<file path="src/hdl/aesbc_ram.sv">
// aesbc_ram: generic single write port ram with registered read
// no dependencies
`default_nettype none

module aesbc_ram #(
    parameter int unsigned WIDTH = 128,
    parameter int unsigned DEPTH = 15
) (
    input  wire logic                     clk,
    input  wire logic                     we,
    input  wire logic [$clog2(DEPTH)-1:0] waddr,
    input  wire logic [WIDTH-1:0]         wdata,
    input  wire logic [$clog2(DEPTH)-1:0] raddr,
    output logic      [WIDTH-1:0]         rdata
);

    logic [WIDTH-1:0] mem_reg [DEPTH];

    always_ff @(posedge clk)
    begin
        if (we)
        begin
            mem_reg[waddr] <= wdata;
        end
        rdata <= mem_reg[raddr];
    end

endmodule

`default_nettype wire

</file>
<file path="config.mk">
export PLATFORM = sky130hd
export DESIGN_NAME = aesbc_ram
export DESIGN_NICKNAME = d
export VERILOG_FILES = /design/src/hdl/aesbc_ram.sv
export SDC_FILE = /design/constraint.sdc
export NUM_CORES = 2
export LEC_CHECK = 0
export BUFFER_PORTS_ARGS = -buffer_cell sky130_fd_sc_hd__buf_4
export CAP_MARGIN = 0
export CORE_MARGIN = 5
export CORE_UTILIZATION = 36
export CTS_CLUSTER_DIAMETER = 30
export DETAILED_ROUTE_END_ITERATION = 10
export PLACE_DENSITY = 0.52
export SLEW_MARGIN = 20
export SYNTH_ARGS = -nofsm -noshare
export SYNTH_HDL_FRONTEND = slang
export SYNTH_SLANG_ARGS = --single-unit
</file>
<file path="constraint.sdc">
create_clock -name clk -period 29.8 [get_ports clk]
set_input_delay 4.47 -clock clk [delete_from_list [all_inputs] [get_ports clk]]
set_output_delay 4.47 -clock clk [all_outputs]
set_load 0.05 [all_outputs]
</file>
==> flow_summary.toml <==
[place]
dpl.hpwl_mm = 98.8
placed_area_um2 = 80900
post-place-ws_ps = 20170
gp_congestion = 0.701
place_inst = 6628
portBuffers = 265

[clock_network]
cts_setup_buffers = 0
clockBufferDepth = 4
cts_tree = "built"
clk_latency_ps = 930
ctsResizeCount = 0
ctsHoldBuffers = 0
cts_buffers = 445
htreeDepth = 5
clk_pin_slew_ps = 40
cts_num_sinks = 2048
cts-root-buf = "clkbuf_16"

[floorplan]
num_rows = 168
dieArea_um2 = 219000
ioPinCount = 266
start_util = 0.361
die_h_um = 468
core_area_um2 = 209000
dieWidth_um = 468

[setup_path]
crit_family = "buffers and inverters"
crit_type = "in2reg"
cp_slowest_cell = "buf_4"
cp.buffers_inverters = 5
crit_path_end_kind = "register"
critPathRequiredTime_ps = 30560
critPathArrivalTime_ps = 9320
crit_top_cell = "buf_4"
slowest_delay_ps = 890
worstSetupStartpointType = "input port"
worst-path-max-fanout = 79
path_cells = "buf_8, buf_4, buf_4, buf_4, buf_4, mux4_2, a22oi_1, o21ai_1"

[yosys]
synthTopCellsByCount = "edfxtp_1 (1920), mux2i_1 (360), mux4_2 (268)"
ys_seq_elements = 2048
synth_edf_count = 1920
synth_most_common_cell = "edfxtp_1"
synth_area_per_cell_um2 = 20.5
synth_warnings = 0
ys_seq_area_frac = 0.796
async_reset_ff_frac = 0
netlist_top_cells_area = "edfxtp_1 (76%), mux4_2 (8.0%), mux2i_1 (4.8%)"
ys_types = 31
synth_top_area_frac = 0.762
syn_inst = 3682
ys.flop_type = "edfxtp_1"
synth.largest_area_cell = "edfxtp_1"
synth_area_um2 = 75700
syn-num-nets = 3820

[route]
vias = 38200
avgRoutedWirePerCell_um = 26.6
drt-initial-drc-count = 2825
viasPerCell = 5.12
post-route-drc-count = 0
wl_mm = 198
postRouteAntennaNets = 0
firstDrtPassIters = 5

[sta]
hold_viol = 0
finalMaxSlewViolations = 0
fin_worst_skew_ps = 70.8
setup_tns_ps = 0
slew_headroom = 0.257
rsz0062_at_grt = "no"
worst_pin_slew_ps = 1120
worst_slack_ps = 21250
clock.fmax_mhz = 117
period_share = 0.287
setup_viol = 0
min_period_ps = 8550

[flow_run]
drv_cap = 0

[layout]
largest_reg_flops = 1920
fin_area_um2 = 96000
final_core_util = 0.458
fin_nets = 4408
area_delta_synth_final_pct = 26.8
final_cells = 7456
drive_gt1_frac = 0.288

[global_route]
first_global_vias = 40100
gr-usage-met3 = 0.0414
use_met2 = 0.295
grt_busiest_layer = "met2"
grt_max_degree = 106
gr-total-overflow = 0
grt_pass1_wl_mm = 284
use_met1 = 0.234
grt_use_total = 0.178
antenna_found_initial = 35

[power_and_ir_drop]
pwr_density_cell_nw_per_um2 = 88.5
irDropWorstVdd_mv = 0.0605
p_leak_uw = 0.0326

[status]
status = "finished clean"

[min_path]
hold_class = "reg2reg"
[layout by cell type (no fill, tap or decap), drive strengths merged, types with 122 or more instances in the layout]
cell / n
a22oi: 128
buf: 348
clkbuf: 523
clkinv: 165
dfxtp: 128
edfxtp: 1920
mux2i: 360
mux4: 268
nand2: 130
nand2b: 122
[worst min-delay path, stage by stage, from the launching register on]
cell and delay [ps]:
edfxtp_1 310, a21oi_1 60, o211ai_1 200
[metal layers]
metal | vias up | share of wire
met5 | - | 0.00044
met4 | 12 | 0.024
met3 | 362 | 0.059
met2 | 1099 | 0.49
met1 | 20200 | 0.42
li1 | 16500 | -
[cells by family after synthesis]
logic type	after synthesis	synth area share
AOI/OAI and AO/OA	500	0.0415
buffers and inverters	210	0.0160
DFF	2048	0.796
muxes	628	0.127
and+or+nand+nor	296	0.0192
[path summary, 6_finish.rpt]
path                                    from            endpoint  slack, ps  depth (start not counted)
setup / recovery                    raddr[0]   rdata[52]$_DFF_P_      21250                          8
hold reg to reg   mem_reg[14][109]$_DFFE_PP_  rdata[109]$_DFF_P_        550                          2
setup reg to reg   mem_reg[11][24]$_DFFE_PP_   rdata[24]$_DFF_P_      28200                          3
hold / removal    mem_reg[14][109]$_DFFE_PP_  rdata[109]$_DFF_P_        550                          2
[power by group]
group | switching (uW) | leakage, uW | total, uW | internal [uW]
registers | 27.6 | 0.0184 | 3260 | 3230
clock network | 1510 | 0.00724 | 4850 | 3350
logic | 256 | 0.00697 | 381 | 125
total | 1790 | 0.0326 | 8490 | 6700
[stage by stage]
stage                     hold slack [ps]  power (uW)
after floorplan                       520        3540
after global placement                537        3690
after detailed placement              547        3700
after CTS                             554        8580
after global routing                  595        8760
final                                 552        8490
[final cells by class]
type,count,area (um^2)
clock buffers,523,11700
flip-flops and latches,2048,60200
repair buffers,348,2790
inverters,3,18.8
diodes,14,35.0
well taps,2805,3510
fillers,17800,113000
multi-input cells,1424,14400
clock inverters,291,3370
Note: power is estimated with default switching activity, not from simulation.
