===== config.mk =====
export PLATFORM = sky130hd
export DESIGN_NAME = aesbc_kcell
export DESIGN_NICKNAME = d
export VERILOG_FILES = /design/src/hdl/aesbc_kcell.sv
export SDC_FILE = /design/constraint.sdc
export NUM_CORES = 1
export LEC_CHECK = 0
export BUFFER_PORTS_ARGS = -buffer_cell sky130_fd_sc_hd__buf_2
export CAP_MARGIN = 20
export CORE_MARGIN = 8
export CORE_UTILIZATION = 30
export CTS_BUF_LIST = sky130_fd_sc_hd__clkbuf_4
export CTS_CLUSTER_DIAMETER = 60
export CTS_CLUSTER_SIZE = 14
export DETAILED_ROUTE_END_ITERATION = 8
export PLACE_DENSITY_LB_ADDON = 0.3
export SLEW_MARGIN = 40
export SYNTH_ARGS = -nofsm -noshare
export SYNTH_HDL_FRONTEND = slang
export SYNTH_SLANG_ARGS = --single-unit
export TNS_END_PERCENT = 100

===== constraint.sdc =====
create_clock -name clk -period 0.8 [get_ports clk]
set_input_delay 0.04 -clock clk [delete_from_list [all_inputs] [get_ports clk]]
set_output_delay 0.04 -clock clk [all_outputs]
set_load 0.01 [all_outputs]

===== src/hdl/aesbc_kcell.sv =====
// aesbc_kcell: one word cell of the key expansion window chain
// no dependencies
`default_nettype none

module aesbc_kcell (
    input  wire logic        clk,
    input  wire logic        shift,
    input  wire logic [31:0] d,
    output logic      [31:0] q
);

    logic [31:0] word_reg;

    always_ff @(posedge clk)
    begin
        if (shift)
        begin
            word_reg <= d;
        end
    end

    assign q = word_reg;

endmodule

`default_nettype wire


==> results of run 1 <==
power breakdown:
part	switching (mW)	internal, mW
clock network	0.479	0.405
logic	0.197	0.260
registers	0.0308	1.99
what timing repair did:
item,CTS,global route
hold buffers,32,0
gates resized for setup,0,0
setup endpoints to repair,32,32
endpoints found under the hold margin,32,0
pin swaps,0,0
setup buffers,0,0
cloned,0,0
cell usage in the layout, fill, tap and decap left out, drive strengths merged:
master       count
edfxtp          32
dlygate4sd3     32
buf             67
clkinv           1
clkbuf           7
worst max path at each step:
stage                      from    end  slack (ns)  cells after the start
after floorplan            q[0]   q[0]        0.37                      0
after global placement    shift   q[3]        0.15                      2
after detailed placement  shift   q[3]        0.14                      2
after CTS                 q[29]  q[29]       -0.14                      1
after global routing       q[4]   q[4]       -0.15                      1
final                      q[7]   q[7]       -0.11                      1
logic make-up (layout without fill, tap and decap cells):
logic type | after synthesis | count (layout)
buf+inv | 0 | 107
flops | 32 | 32
metal layers:
layer	track usage	part of all wire	routed length, um
met2	0.198	0.58	1560
met5	0	0	0
met4	0.0711	0.030	82
met1	0.0937	0.33	900
met3	0.0453	0.054	145
cell type report:
class | count | share of cell area
clock inverters | 1 | 0.00214
well taps | 44 | 0.0313
repair buffers | 99 | 0.390
flip-flops and latches | 32 | 0.547
clock buffers | 7 | 0.0299
==> flow_summary_export.csv, run 1 <==
group,metric,value,unit
layout,multi_input_comb_cells,0,
sta,worst_slew_pin_slew,0.109,ns
placed_design,place_inst,143,
run_status,violations,"negative setup slack",
worst_hold_path,holdCritStartpoint,"shift",
routing,dr.pass1.iters,2,
critical_path,endpoint_kind_of_the_worst_setup_timing_path,"output pin",
critical_path,critPathMaxStageDelay,0.39,ns
sta,post-route-min-period,0.907,ns
sta,hold-worst-slack,0.132,ns
synth,synth.yosys.seq_area_share,1.00,
synth,syn_area_per_cell,30.0,um^2
synth,synth.top_cell.area_share,1.00,
layout,final_net_count,172,
clock_network,cts-root-buf,"sky130_fd_sc_hd__clkbuf_4",
routing,drt.antenna.violating_nets,0,
synth,synthesized_area_fraction_occupied_by_ao_oa_aoi_and_oai_cells,0,
power_and_ir_drop,total_leakage_power,0.755,nW
routing,detailedRoute.firstIterationViolations,21,
synth,synth-xor-area-share,0,
synth,synth-adder-area-share,0,
synth,synth-main-ff-cell,"sky130_fd_sc_hd__edfxtp_1",
synth,post_synth_mux_area_share,0,
layout,fillCellCount,275,
clock_network,total_cts_buffers,5,
routing,wire_per_inst,14.7,um
clock_network,cts.reportedPaths.clkPinSlew,0.10,ns
floorplanning,chip_width,72.6,um
grt,number_of_global_route_vias_before_repair,832,
layout,fin_cells,183,
synth,post_synth_and_or_nand_nor_area_fraction,0,
layout,layout_cells_sized_above_1,0.532,
critical_path,timing.critical_path.arrival,0.87,ns
critical_path,path_cells,"buf_2",
layout,fin_area,0.00176,mm^2
synth,synth_common_cells,"sky130_fd_sc_hd__edfxtp_1",
routing,wirelength,2690,um
critical_path,start_kind,"register",
synth,yosysUniqueCellTypes,1,
sta,slack_of_the_critical_path,-0.107,ns
layout,syn_to_final_growth,82.9,%
synth,synthesized_flop_and_latch_total,32,
synth,synth-edff-count,32,
synth,synth_cells,32,
layout,register_area,961,um^2
critical_path,cpMaxStageDelayCell,"sky130_fd_sc_hd__edfxtp_1",
synth,async_flop_share,0,
sta,max_clock_freq,1100,MHz
sta,grt_setup_unrepaired,"yes",
floorplanning,std_cell_rows,20,
synth,synth_most_common_cell,"sky130_fd_sc_hd__edfxtp_1",
critical_path,crit_family,"flip-flops",
layout,multiInputGateArea,0,um^2
critical_path,path_max_fanout,1,
layout,largest_register_ffs,32,
power_and_ir_drop,post-layout-total-power,3.36,mW
worst_hold_path,hold_depth,2,
sta,finalSetupViolCount,32,
synth,yosysTopAreaCell,"sky130_fd_sc_hd__edfxtp_1",
sta,final-max-slew-violation-count,0,
floorplanning,initial_core_util,0.315,
clock_network,cts_tree,"yes",
placed_design,finalWeightedCongestion,0.671,
routing,vias,707,
critical_path,data_required_time_at_the_worst_endpoint,0.76,ns
sta,finalHoldViolCount,0,
clock_network,cts-root-to-sink-buffers,2,
worst_hold_path,timing.hold.worst.class,"in2reg",
synth,synthTopCellsByArea,"sky130_fd_sc_hd__edfxtp_1",
clock_network,clkSinkCount,32,
routing,drc,0,
layout,final_core_util,0.576,
floorplanning,die_h,72.6,um
layout,insertedDiodeCount,0,
power_and_ir_drop,ir_drop,0.995,mV
synth,synth_area,961,um^2
grt,grt_antenna_before_repair,0,
sta,timing.setup.tns,-2.34,ns
synth,synth_fp_nets,66,
worst_hold_path,worst_hold_path.endpoint,"q[27]",
placed_design,dpl_worst_slack,0.144,ns
placed_design,io_buffer_count,65,
sta,final_min_period_over_clock_period,1.13,
floorplanning,design.portCount,66,
routing,avgViaCountPerCell,3.86,
clock_network,h-tree-depth,2,
grt,first_pass_grt_wire_length,4150,um
critical_path,buffer_and_inverter_count_on_the_worst_path,1,
sta,timing.max_slew.rel_slack,0.927,
grt,gr-usage-all-layers,0.108,
placed_design,post_dp_cell_area,0.00138,mm^2
floorplanning,core_area,0.00305,mm^2
synth,ys.warnings.count,0,
power_and_ir_drop,power_density,1910,mW/mm^2
run_status,status,"finished, violations left",
grt,grt_start_max_net_pins,20,
run,max_cap_viol_count,0,
floorplanning,area_of_the_die,0.00527,mm^2
grt,globalRouteOverflowTotal,0,
critical_path,worst-setup-path-type,"reg2out",
No activity file was read; power rests on OpenSTA's default activity.
==> inputs of run 2 (changes only) <==
--- a/config.mk
+++ b/config.mk
@@ -8,7 +8,7 @@
 export BUFFER_PORTS_ARGS = -buffer_cell sky130_fd_sc_hd__buf_2
 export CAP_MARGIN = 20
 export CORE_MARGIN = 8
-export CORE_UTILIZATION = 30
+export CORE_UTILIZATION = 40
 export CTS_BUF_LIST = sky130_fd_sc_hd__clkbuf_4
 export CTS_CLUSTER_DIAMETER = 60
 export CTS_CLUSTER_SIZE = 14
==> flow_summary_export.csv, run 2 (same netlist as run 1, synthesis figures left out) <==
group,metric,value,unit
run_status,status,"finished, violations left",
run_status,violations,"negative setup slack",
grt,grt_antenna_before_repair,0,
critical_path,crit_family,"flip-flops",
floorplanning,chip_width,65.0,um
clock_network,cts.reportedPaths.clkPinSlew,0.09,ns
clock_network,cts-root-buf,"sky130_fd_sc_hd__clkbuf_4",
clock_network,clkSinkCount,32,
power_and_ir_drop,netSwitchingFraction,0.203,
sta,post-route-min-period,0.872,ns
clock_network,h-tree-depth,2,
sta,grt_setup_unrepaired,"yes",
sta,finalHoldViolCount,0,
grt,use_met3,0.0722,
placed_design,io_buffer_count,65,
placed_design,finalWeightedCongestion,0.663,
grt,gr-max-usage-layer,"met2",
floorplanning,area_of_the_die,0.00423,mm^2
layout,layout_common_cells,"sky130_fd_sc_hd__buf_2, sky130_fd_sc_hd__dlygate4sd3_1, sky130_fd_sc_hd__edfxtp_1, sky130_fd_sc_hd__clkbuf_4, sky130_fd_sc_hd__buf_12",
floorplanning,initial_core_util,0.430,
critical_path,path_cells,"buf_2",
floorplanning,std_cell_rows,17,
clock_network,cts-root-to-sink-buffers,2,
grt,first_pass_grt_wire_length,3990,um
critical_path,data_required_time_at_the_worst_endpoint,0.76,ns
layout,commonest_non_fill_non_tap_cell_in_the_layout,"sky130_fd_sc_hd__buf_2",
layout,final_net_count,172,
layout,multi_input_comb_cells,0,
run,max_cap_viol_count,0,
critical_path,timing.critical_path.arrival,0.83,ns
routing,wirelength,2590,um
grt,grt_start_max_net_pins,17,
power_and_ir_drop,ir_drop,1.67,mV
layout,insertedDiodeCount,0,
floorplanning,design.portCount,66,
sta,final_min_period_over_clock_period,1.09,
layout,syn_to_final_growth,81.5,%
critical_path,endpoint_kind_of_the_worst_setup_timing_path,"output pin",
grt,globalRouteOverflowTotal,0,
routing,detailedRoute.firstIterationViolations,17,
sta,finalSetupViolCount,32,
clock_network,total_cts_buffers,5,
routing,drc,0,
grt,globalRouteMet2Util,0.241,
routing,dr.pass1.iters,4,
power_and_ir_drop,post-layout-total-power,3.34,mW
power_and_ir_drop,total_leakage_power,0.757,nW
sta,timing.max_slew.rel_slack,0.925,
layout,multiInputGateArea,0,um^2
routing,drt.antenna.violating_nets,0,
floorplanning,die_h,65.0,um
power_and_ir_drop,sequentialPowerShare,0.605,
power_and_ir_drop,internal_power,2.66,mW
power_and_ir_drop,power_density,1910,mW/mm^2
critical_path,start_kind,"register",
grt,global_route.usage.met1,0.0992,
grt,gr-usage-all-layers,0.123,
critical_path,buffer_and_inverter_count_on_the_worst_path,1,
layout,largest_register_ffs,32,
sta,final-max-slew-violation-count,0,
sta,worst_slew_pin_slew,0.113,ns
sta,slack_of_the_critical_path,-0.0721,ns
worst_hold_path,timing.hold.worst.class,"in2reg",
power_and_ir_drop,combinational_fraction_of_design_power,0.138,
critical_path,worst-setup-path-type,"reg2out",
sta,hold-worst-slack,0.166,ns
grt,number_of_global_route_vias_before_repair,846,
critical_path,path_max_fanout,1,
power_and_ir_drop,clkPwrFrac,0.257,
clock_network,cts_tree,"yes",
critical_path,cpMaxStageDelayCell,"sky130_fd_sc_hd__edfxtp_1",
routing,vias,707,
power_and_ir_drop,p_sw,0.678,mW
critical_path,critPathMaxStageDelay,0.38,ns
routing,avgViaCountPerCell,4.23,
sta,max_clock_freq,1150,MHz
routing,wire_per_inst,15.5,um
floorplanning,core_area,0.00223,mm^2
layout,layout_cells_sized_above_1,0.532,
## run 2: cell counts in the layout (fill, tap and decap cells not counted)
No cell type changed its count.
## run 2: metal layers
metal  vias up  wire [um]
li1        341          -
met1       321        767
met2        43       1500
met3         2        324
met4         0          6
met5         -          0
## run 2: timing repair
item / 4_1_cts / 5_1_grt
hold buffers: 32 / 0
resized for setup: 0 / 1
endpoints found under the setup margin: 32 / 32
buffers inserted: 0 / 0
endpoints found under the hold margin: 32 / 0
## run 2: metrics by stage
| stage | worst slack (ns) | TNS [ns] | instances | cell area (um^2) | util |
|---|---|---|---|---|---|
| after floorplan | 0.366 | 0 | 32 | 961 | - |
| after detailed placement | 0.167 | 0 | 127 | 1360 | 0.610 |
| after CTS | -0.0766 | -1.98 | 167 | 1740 | 0.778 |
| after global placement | 0.172 | 0 | 127 | 1360 | 0.610 |
| final | -0.0721 | -1.61 | 167 | 1740 | 0.781 |
| after global routing | -0.118 | -3.07 | 167 | 1740 | 0.781 |
## run 2: power groups by stage
| stage | combinational, mW | sequential (mW) | clock, mW |
|---|---|---|---|
| global route | 0.493 | 2.03 | 0.953 |
| floorplan | 0 | 2.14 | 0 |
| global placement | 0.331 | 2.05 | 0 |
| finish | 0.462 | 2.02 | 0.856 |
| CTS | 0.457 | 2.02 | 0.873 |
| detailed placement | 0.337 | 2.06 | 0 |
## run 2: path summary, 6_finish.rpt
| check | startpoint | end | depth (start not counted) |
|---|---|---|---|
| max | q[8] | q[8] | 1 |
| min | shift | q[15] | 2 |
## run 2: final cells by class
cell class	count	area (um^2)
Clock inverter	1	3.75
Fill cell	132	489
Tap cell	28	35.0
Clock buffer	7	52.6
Sequential cell	32	961
Timing Repair Buffer	99	692
==> inputs of run 3 (changes only) <==
==> constraint.sdc (replaced) <==
create_clock -name clk -period 1.09 [get_ports clk]
set_input_delay 0.0545 -clock clk [delete_from_list [all_inputs] [get_ports clk]]
set_output_delay 0.0545 -clock clk [all_outputs]
set_load 0.01 [all_outputs]
==> flow_summary_export.csv, run 3 (same netlist as run 1, synthesis figures left out) <==
group,metric,value,unit
power_and_ir_drop,power_density,1420,mW/mm^2
sta,worst_slew_pin_slew,0.206,ns
clock_network,total_cts_buffers,5,
clock_network,cts-root-to-sink-buffers,2,
placed_design,dpl_worst_slack,0.400,ns
sta,timing.setup.tns,0,ns
floorplanning,area_of_the_die,0.00423,mm^2
critical_path,buffer_and_inverter_count_on_the_worst_path,1,
grt,grt_start_max_net_pins,17,
power_and_ir_drop,post-layout-total-power,2.44,mW
run_status,status,"complete, no violations",
sta,max_clock_freq,1110,MHz
clock_network,clkSinkCount,32,
routing,avgViaCountPerCell,4.20,
worst_hold_path,holdCritStartpoint,"shift",
layout,fillCellCount,145,
critical_path,start_kind,"register",
routing,drc,0,
floorplanning,core_area,0.00223,mm^2
sta,finalHoldViolCount,0,
layout,syn_to_final_growth,78.3,%
floorplanning,std_cell_rows,17,
sta,grt_setup_unrepaired,"no",
layout,multiInputGateArea,0,um^2
layout,layout_cells_sized_above_1,0.532,
grt,grt_antenna_before_repair,0,
floorplanning,initial_core_util,0.430,
floorplanning,die_h,65.0,um
grt,gr-usage-all-layers,0.126,
layout,largest_register_ffs,32,
routing,vias,702,
floorplanning,design.portCount,66,
critical_path,data_required_time_at_the_worst_endpoint,1.04,ns
critical_path,worst-setup-path-type,"reg2out",
clock_network,cts.reportedPaths.clkPinSlew,0.09,ns
grt,first_pass_grt_wire_length,4000,um
routing,wirelength,2550,um
routing,wire_per_inst,15.2,um
layout,final_net_count,172,
sta,post-route-min-period,0.900,ns
routing,dr.pass1.iters,3,
sta,hold-worst-slack,0.226,ns
critical_path,crit_start,"q[11]",
sta,final_min_period_over_clock_period,0.825,
layout,layout_common_cells,"sky130_fd_sc_hd__buf_2, sky130_fd_sc_hd__dlygate4sd3_1, sky130_fd_sc_hd__edfxtp_1, sky130_fd_sc_hd__clkbuf_4, sky130_fd_sc_hd__buf_4",
sta,timing.max_slew.rel_slack,0.863,
critical_path,critPathMaxStageDelay,0.38,ns
placed_design,place_inst,127,
worst_hold_path,worst_hold_path.endpoint,"q[19]",
critical_path,endpoint_kind_of_the_worst_setup_timing_path,"output pin",
routing,detailedRoute.firstIterationViolations,12,
critical_path,crit_family,"flip-flops",
floorplanning,chip_width,65.0,um
sta,finalSetupViolCount,0,
placed_design,finalWeightedCongestion,0.658,
placed_design,io_buffer_count,65,
layout,multi_input_comb_cells,0,
critical_path,path_max_fanout,1,
clock_network,h-tree-depth,2,
layout,fin_cells,167,
critical_path,cpMaxStageDelayCell,"sky130_fd_sc_hd__edfxtp_1",
layout,insertedDiodeCount,0,
layout,commonest_non_fill_non_tap_cell_in_the_layout,"sky130_fd_sc_hd__buf_2",
power_and_ir_drop,total_leakage_power,0.746,nW
clock_network,cts-root-buf,"sky130_fd_sc_hd__clkbuf_4",
run,max_cap_viol_count,0,
worst_hold_path,hold_depth,2,
power_and_ir_drop,ir_drop,0.978,mV
critical_path,timing.critical_path.arrival,0.85,ns
routing,drt.antenna.violating_nets,0,
sta,final-max-slew-violation-count,0,
sta,slack_of_the_critical_path,0.190,ns
grt,globalRouteOverflowTotal,0,
clock_network,cts_tree,"yes",
worst_hold_path,timing.hold.worst.class,"in2reg",
grt,number_of_global_route_vias_before_repair,828,
critical_path,path_cells,"buf_2",
[run 3: area by class of cell]
type                  count  area (um^2)  area share
timing repair buffer     99          661       0.386
clock inverter            1         3.75     0.00219
clock buffer              7         52.6      0.0307
tap                      28         35.0      0.0205
sequential               32          961       0.561
[run 3: where the power goes]
group | switching, mW | internal (mW)
combinational | 0.142 | 0.181
sequential | 0.0201 | 1.46
clock | 0.340 | 0.298
total | 0.503 | 1.94
[run 3: routing by layer]
layer | up-vias | GRT usage | routed length [um]
li1 | 342 | - | -
met1 | 317 | 0.112 | 838
met2 | 38 | 0.224 | 1350
met3 | 5 | 0.0790 | 313
met4 | 0 | 0.0518 | 44
met5 | - | 0 | 0
[run 3: how the worst max path moves through the flow]
| stage | to | cells after the start |
|---|---|---|
| floorplan | q[0] | 0 |
| finish | q[11] | 1 |
| CTS | q[21] | 1 |
| detailed placement | q[23] | 2 |
| global placement | q[18] | 2 |
| global route | q[4] | 1 |
[run 3: what timing repair did]
item / CTS / global route
setup buffers: 0 / 0
resized for setup: 0 / 0
hold buffers: 32 / 0
hold endpoints to repair: 32 / 0
[run 3: metrics by stage]
stage	utilization	cell area, um^2
after CTS	0.767	1710
after detailed placement	0.598	1340
after global routing	0.767	1710
after floorplan	-	961
after global placement	0.598	1340
final	0.767	1710
